==> src/design/crav_sqrt.sv <==
// Iterative floor square root, one result bit per cycle.
module crav_sqrt (
   input  logic        clock,
   input  logic        reset,
   input  logic        start,
   input  logic [61:0] radicand,
   output logic        done,
   output logic [31:0] root
);

   logic        busy_ff, busy_in;
   logic        done_ff, done_in;
   logic [4:0]  cnt_ff, cnt_in;
   logic [63:0] x_ff, x_in;
   logic [63:0] res_ff, res_in;
   logic [63:0] bit_ff, bit_in;
   logic [63:0] trial;

   always_comb begin
      busy_in = busy_ff;
      done_in = 1'b0;
      cnt_in  = cnt_ff;
      x_in    = x_ff;
      res_in  = res_ff;
      bit_in  = bit_ff;
      trial   = res_ff + bit_ff;
      if (start) begin
         busy_in = 1'b1;
         cnt_in  = '0;
         x_in    = {2'b00, radicand};
         res_in  = '0;
         bit_in  = 64'h4000_0000_0000_0000;
      end else if (busy_ff) begin
         if (x_ff >= trial) begin
            x_in   = x_ff - trial;
            res_in = (res_ff >> 1) + bit_ff;
         end else begin
            res_in = res_ff >> 1;
         end
         bit_in = bit_ff >> 2;
         cnt_in = cnt_ff + 5'd1;
         if (cnt_ff == 5'd31) begin
            busy_in = 1'b0;
            done_in = 1'b1;
         end
      end
   end

   always_ff @(posedge clock) begin
      if (reset) begin
         busy_ff <= 1'b0;
         done_ff <= 1'b0;
      end else begin
         busy_ff <= busy_in;
         done_ff <= done_in;
      end
      cnt_ff <= cnt_in;
      x_ff   <= x_in;
      res_ff <= res_in;
      bit_ff <= bit_in;
   end

   assign done = done_ff;
   assign root = res_ff[31:0];

endmodule

==> config.mk <==
export PLATFORM = sky130hd
export DESIGN_NAME = crav_sqrt
export DESIGN_NICKNAME = d
export VERILOG_FILES = /design/src/design/crav_sqrt.sv
export SDC_FILE = /design/constraint.sdc
export NUM_CORES = 1
export LEC_CHECK = 0
export BUFFER_PORTS_ARGS = -buffer_cell sky130_fd_sc_hd__buf_4
export CORE_MARGIN = 2
export CORE_UTILIZATION = 45
export CTS_BUF_LIST = sky130_fd_sc_hd__clkbuf_16
export DETAILED_ROUTE_END_ITERATION = 6
export PLACE_DENSITY = 0.72
export SLEW_MARGIN = 5
export SYNTH_ARGS = -nofsm -noshare
export SYNTH_HDL_FRONTEND = slang
export SYNTH_SLANG_ARGS = --single-unit
export TNS_END_PERCENT = 10
==> constraint.sdc <==
create_clock -name clock -period 5.9 [get_ports clock]
set_input_delay 0.885 -clock clock [delete_from_list [all_inputs] [get_ports clock]]
set_output_delay 0.885 -clock clock [all_outputs]
set_load 0.005 [all_outputs]
==> results of run 1 <==
==> per-stage QoR <==
stage               power (mW)  setup WS, ns
global placement          6.34        0.0230
floorplan                 4.95         0.310
detailed placement        6.43        -0.171
global route              8.20       -0.0281
CTS                       7.56       0.00199
finish                    7.63         0.275
==> where the power goes <==
part	internal (mW)	leakage [nW]	switching, mW
clock network	0.551	0.277	0.552
logic	1.97	5.05	2.78
registers	1.57	1.48	0.213
total	4.09	6.81	3.54
==> metal layers <==
metal / track usage [%] / vias up / wire, um
li1: - / 7487 / -
met1: 31.3 / 7308 / 19800
met2: 45.3 / 538 / 22800
met3: 5.12 / 138 / 2840
met4: 11.7 / 0 / 1940
met5: 0 / - / 0
==> worst min-delay path: cells and delay by family, from the launching register on <==
kind / cells / cell delay, ns
mux: 1 / 0.07
simple gates: 1 / 0.07
flops: 1 / 0.34
==> cell families (layout without fill, tap and decap cells) <==
kind of cell    Yosys count  after routing
flops                   167            167
compound gates          655            655
buf+inv                 181            279
simple gates            646            646
mux                      49             49
xor+xnor                147            147
fa+ha+maj               133            133
==> repair_timing <==
item                       in CTS  in global routing
hold endpoints to repair        0                  0
gates resized for setup         3                 23
setup endpoints to repair      88                138
buffers inserted                0                  1
==> path summary, 6_finish.rpt <==
kind | depth (start not counted) | slack, ns | end
worst max-delay path | 24 | 0.27 | x_ff[62]
worst min-delay path | 2 | 0.51 | cnt_ff[4]
worst max register to register | 24 | 0.27 | x_ff[62]
worst min register to register | 2 | 0.51 | cnt_ff[4]
==> layout make-up <==
cell class,count,share of cell area (%)
Clock buffer,17,2.42
Clock inverter,15,0.677
Inverter,51,1.09
Multi-Input combinational cell,1630,61.1
Sequential cell,167,22.6
Tap cell,448,3.19
Timing Repair Buffer,196,8.90
==> registers in the layout, indices dropped and copies added, names as in the netlist <==
register,flops
bit_ff,32
done,1
cnt_ff,5
busy_ff,1
x_ff,64
res_ff,64
==> synthesized netlist by cell type (4+ instances only) <==
cell type | n | area [um^2]
o21ai_0 | 181 | 906
inv_1 | 49 | 184
a31o_2 | 5 | 43.8
o221ai_1 | 6 | 52.6
o211ai_1 | 14 | 105
nand3_1 | 36 | 180
a21boi_0 | 8 | 60.1
nand2b_1 | 12 | 75.1
o31ai_1 | 10 | 75.1
xnor2_1 | 80 | 701
clkbuf_1 | 77 | 289
buf_2 | 13 | 65.1
ha_1 | 132 | 1650
o2111ai_1 | 4 | 35.0
nand2_1 | 227 | 852
xor2_1 | 67 | 587
nor3_1 | 19 | 95.1
o21ai_1 | 14 | 70.1
edfxtp_1 | 62 | 1860
o21bai_1 | 29 | 218
a21oi_1 | 147 | 736
a41oi_1 | 6 | 52.6
buf_1 | 6 | 22.5
buf_4 | 34 | 255
o21a_1 | 13 | 97.6
nor2_1 | 202 | 758
mux2i_1 | 46 | 460
a311oi_1 | 23 | 201
a211oi_1 | 34 | 255
a21o_1 | 29 | 218
a31oi_1 | 58 | 363
a2111oi_0 | 4 | 35.0
o221a_2 | 5 | 56.3
nor4_1 | 13 | 81.3
o311a_1 | 4 | 40.0
and2_1 | 17 | 106
and3_1 | 18 | 113
nand4_1 | 45 | 282
a211o_1 | 5 | 43.8
o31a_1 | 6 | 52.6
a221oi_1 | 16 | 140
or3_1 | 24 | 150
dfxtp_1 | 105 | 2100
nor2b_1 | 16 | 100
==> out/results.tsv, run 1 <==
metric	value	unit
fin_cells	2524	
grt_pass1_vias	14794	
rows	67	
ys_seq_area_share	25.7	%
drt_iter0_drc	1113	
via_count	15471	
post-route-util	52.2	%
worst_slew_pin_slew	0.984	ns
violations	design-rule violations	
pwr_density_cell	435	nW/um^2
clkTransAtPathRegs	0.07	ns
antenna_left	0	
synthAdderAreaFrac	10.9	%
slowest_delay	0.41	ns
cts_max_level	4	
fin_crit	5.63	ns
grtUsageTotal	26.2	%
wl	47400	um
critPathSlowestCell	or3_1	
grt_start_max_net_pins	183	
antenna_found_initial	0	
synthXorXnorAreaFrac	8.36	%
synthToLayoutAreaGrowth	14.1	%
n_antenna_cell	0	
synth_top_family_by_area	compound AO/OA/AOI/OAI gates	
n_fill_cell	3203	
synth_top_flop_cell	dfxtp_1	
synth_simple_gate_area_share	19.0	%
start_util	45.8	%
final.period_utilization	95.3	%
ir_drop	0.232	mV
ctsHoldBuffers	0	
critical_path.startpoint	res_ff[0]	
setup_viol	0	
hold_path.class	reg -> reg	
synth_compound_area_share	27.5	%
io_pins	98	
final_area	17600	um^2
placed_cell_area	16900	um^2
synth-seq-cells	167	
dp_cells	2491	
async_flop_share	0	%
core_area	33600	um^2
status	complete, but fails checks	
clock_latency	0.47	ns
ys_warn_count	0	
critPathBufInv	1	
clk_path_buf_depth	2	
drtPass1Iterations	7	
synth_area	15400	um^2
hpwl	36400	um
drc_errors	1	
rr_startpoint	res_ff[0]	
crit_chain	ha_1, ha_1, a211oi_2, nor4_2, nor2_2, o21ai_0, buf_4, a21bo_2, a21oi_2, o21bai_1, a311oi_2, nor2_1, xnor2_1, ha_1, and2_1, nand3_1, or3_1, or3_1, a211oi_2, o2111ai_1, o211ai_1, and3_1, nor4_1, a311oi_1	
worstHoldStart	cnt_ff[4]	
ctsRootBufferMaster	clkbuf_16	
die_w	189	um
final.setup.tns	0	ns
cp.required	6.26	ns
dieArea	35700	um^2
gp_congestion	0.938	
finalHoldViolations	0	
clock_sinks	167	
critPathCaptureType	flip-flop	
final_layout_size_suffix_gt1_share	13.5	%
path_max_fanout	6	
cp_common_cell	ha_1	
wl_per_cell	18.8	um
syn_nets	2176	
synth_cell_types	82	
multi_input_area	10700	um^2
grt_overflow	0	
cts_buffers	17	
synth_edf_count	62	
vias_per_cell	6.13	
grt_pass1_wl	75500	um
holdWs	0.506	ns
max_cap_viol_count	0	
arrival	5.99	ns
avgSynthCellArea	7.78	um^2
final_max_slew_viol_count	0	
port_buffers	97	
cts_tree	done	
critical_path_class	reg -> reg	
slew_headroom	34.4	%
crit_family	compound AO/OA/AOI/OAI gates	
layout_common_cells	nand2_1 (226), nor2_1 (201), buf_4 (188)	
synth_mux_area_share	3.21	%
start_kind	flip-flop	
fin_skew	0.0196	ns
nNetsFinal	2261	
seqCellArea	3970	um^2
synthCells	1978	
power.leakage	6.81	nW
fmax	178	MHz
fp.dieH	189	um
final_common_cell	nand2_1	
No activity file was read; power rests on OpenSTA's default activity.
==> run 2, diff against run 1 <==
--- a/config.mk
+++ b/config.mk
@@ -6,7 +6,8 @@
 export NUM_CORES = 1
 export LEC_CHECK = 0
 export BUFFER_PORTS_ARGS = -buffer_cell sky130_fd_sc_hd__buf_4
-export CORE_MARGIN = 2
+export CAP_MARGIN = 5
+export CORE_MARGIN = 5
 export CORE_UTILIZATION = 45
 export CTS_BUF_LIST = sky130_fd_sc_hd__clkbuf_16
 export DETAILED_ROUTE_END_ITERATION = 6
==> run 2 against run 1 <==
Effect of this change: the run now ends clean; die area increased by 6.5%; global-route usage down 2.2 points; sequential share of layout area decreased by 0.069 points; design area increased by 0.31%.
==> out/results.tsv, run 2 (synthesis results as in run 1) <==
metric	value	unit	change
grt_pass1_vias	14755		-0.26%
grt_pass1_wl	75900	um	+0.43%
setup_viol	0		unchanged
start_util	45.8	%	unchanged
critPathSlowestCell	a2111oi_4		
max_cap_viol_count	0		unchanged
arrival	5.86	ns	-0.13 ns
placed_cell_area	16900	um^2	about the same
gr-max-usage-layer	met2		
slew_headroom	26.6	%	-7.9 points
setup_ws	0.361	ns	+0.0862 ns
vias_per_cell	6.05		-1.2%
n_antenna_cell	0		unchanged
pwr-share-clk	14.1	%	-0.3 points
final.setup.tns	0	ns	unchanged
cp_common_cell	o21ai_0		
critPathBufInv	5		+4
grt_start_max_net_pins	118		-36%
synthToLayoutAreaGrowth	14.4	%	
worst_slew_pin_slew	1.10	ns	+0.118 ns
p_int	4.15	mW	+1.4%
use_met1	29.9	%	-1.4 points
clk_path_buf_depth	2		unchanged
fmax	181	MHz	+1.6%
final_area	17600	um^2	+0.31%
critPathCaptureType	flip-flop		
ir_drop	0.270	mV	+17%
dp_slack	-0.336	ns	-0.165 ns
nNetsFinal	2264		+0.13%
drc_errors	0		-1
switching_power	3.54	mW	about the same
critical_path_class	reg -> reg		
final_layout_size_suffix_gt1_share	13.7	%	+0.12 points
io_pins	98		unchanged
fin_cells	2527		+0.12%
ctsHoldBuffers	0		unchanged
seq_power_share	23.2	%	-0.2 points
finalHoldViolations	0		unchanged
n_fill_cell	3172		-0.97%
fin_skew	0.0133	ns	-0.00632 ns
die_w	195	um	+3.2%
ctsRootBufferMaster	clkbuf_16		
clock_sinks	167		unchanged
hold_path.class	reg -> reg		
comb_power_share	62.6	%	+0.4 points
switching_share	46.1	%	-0.32 points
status	complete, no violations		
start_kind	flip-flop		
use_met3	4.24	%	-0.87 points
slowest_delay	0.45	ns	+0.04 ns
final.period_utilization	93.9	%	-1.5 points
dp_cells	2494		+0.12%
fin_crit	5.54	ns	-0.0862 ns
cts_tree	done		
use_met2	41.6	%	-3.7 points
pwr_density_cell	437	nW/um^2	+0.44%
path_max_fanout	17		+11
holdWs	0.515	ns	+0.00949 ns
grt_overflow	0		unchanged
hpwl	36700	um	+0.75%
clkTransAtPathRegs	0.07	ns	about the same
cts_buffers	17		unchanged
post-route-util	52.4	%	+0.16 points
antenna_left	0		unchanged
rows	67		unchanged
drt_iter0_drc	1087		-2.3%
largest_registers	res_ff x64, x_ff x64, bit_ff x32		
cp.required	6.22	ns	-0.04 ns
grtUsageTotal	24.0	%	-2.2 points
wl	47800	um	+0.85%
crit_family	compound AO/OA/AOI/OAI gates		
layout_common_cells	nand2_1 (226), nor2_1 (201), buf_4 (192)		
clock_latency	0.44	ns	-0.03 ns
gp_congestion	0.995		+6.1%
power.leakage	6.84	nW	+0.47%
cts_max_level	4		unchanged
fp.dieH	195	um	+3.2%
drtPass1Iterations	5		-2
antenna_found_initial	0		unchanged
final_common_cell	nand2_1		
port_buffers	97		unchanged
wl_per_cell	18.9	um	+0.73%
final_max_slew_viol_count	0		unchanged
core_area	33600	um^2	unchanged
power.total	7.69	mW	+0.75%
via_count	15298		-1.1%
dieArea	38000	um^2	+6.5%
-- run 2: power by group through the flow --
| stage | Sequential, mW | Clock, mW | Combinational, mW |
|---|---|---|---|
| after detailed placement | 1.81 | 0 | 4.69 |
| after floorplan | 1.72 | 0 | 3.23 |
| final | 1.79 | 1.09 | 4.82 |
| after CTS | 1.79 | 1.10 | 4.72 |
| after global placement | 1.80 | 0 | 4.62 |
| after global routing | 1.81 | 1.15 | 5.30 |
-- run 2: timing repair --
item	CTS	global route
buffers inserted	0	1
setup endpoints to repair	129	143
gates cloned	0	0
resized for setup	3	30
pin swaps	0	6
-- run 2: final timing paths --
check	start	end	slack, ns	depth (start not counted)
hold / removal	x_ff[63]	x_ff[63]	0.52	2
setup / recovery	bit_ff[2]	res_ff[20]	0.36	26
setup reg to reg	bit_ff[2]	res_ff[20]	0.36	26
hold reg to reg	x_ff[63]	x_ff[63]	0.52	2
-- run 2: cell type report --
class | instances | area [um^2] | share of cell area, %
multi-input cells | 1630 | 10800 | 61.2
flip-flops and latches | 167 | 3970 | 22.5
repair buffers | 199 | 1560 | 8.88
well taps | 448 | 561 | 3.18
clock buffers | 18 | 450 | 2.56
inverters | 51 | 191 | 1.09
clock inverters | 14 | 98.8 | 0.561
-- run 2: worst reg2reg max path, stage by stage, from the launching register on --
cell and delay, ns:
dfxtp_1 0.34, ha_2 0.41, nand3_2 0.14, a2111oi_4 0.45, buf_4 0.20, o21ai_2 0.10, a2111oi_4 0.36, buf_4 0.17
o21ai_0 0.14, nand2_1 0.09, nor2_1 0.06, o21bai_1 0.19, a31oi_1 0.12, xor2_1 0.22, ha_1 0.31, a21o_1 0.17
a21o_1 0.18, a221oi_1 0.27, o21ai_0 0.11, a221oi_1 0.29, buf_4 0.18, o31ai_4 0.08, buf_12 0.18, buf_12 0.16
o21ai_0 0.07, o21ai_0 0.10, a221oi_1 0.31
-- run 2: per-layer routing --
| metal | up-vias | part of all wire, % |
|---|---|---|
| met4 | 0 | 3.2 |
| li1 | 7460 | - |
| met3 | 113 | 5.9 |
| met2 | 526 | 49 |
| met1 | 7199 | 42 |
| met5 | - | 0 |
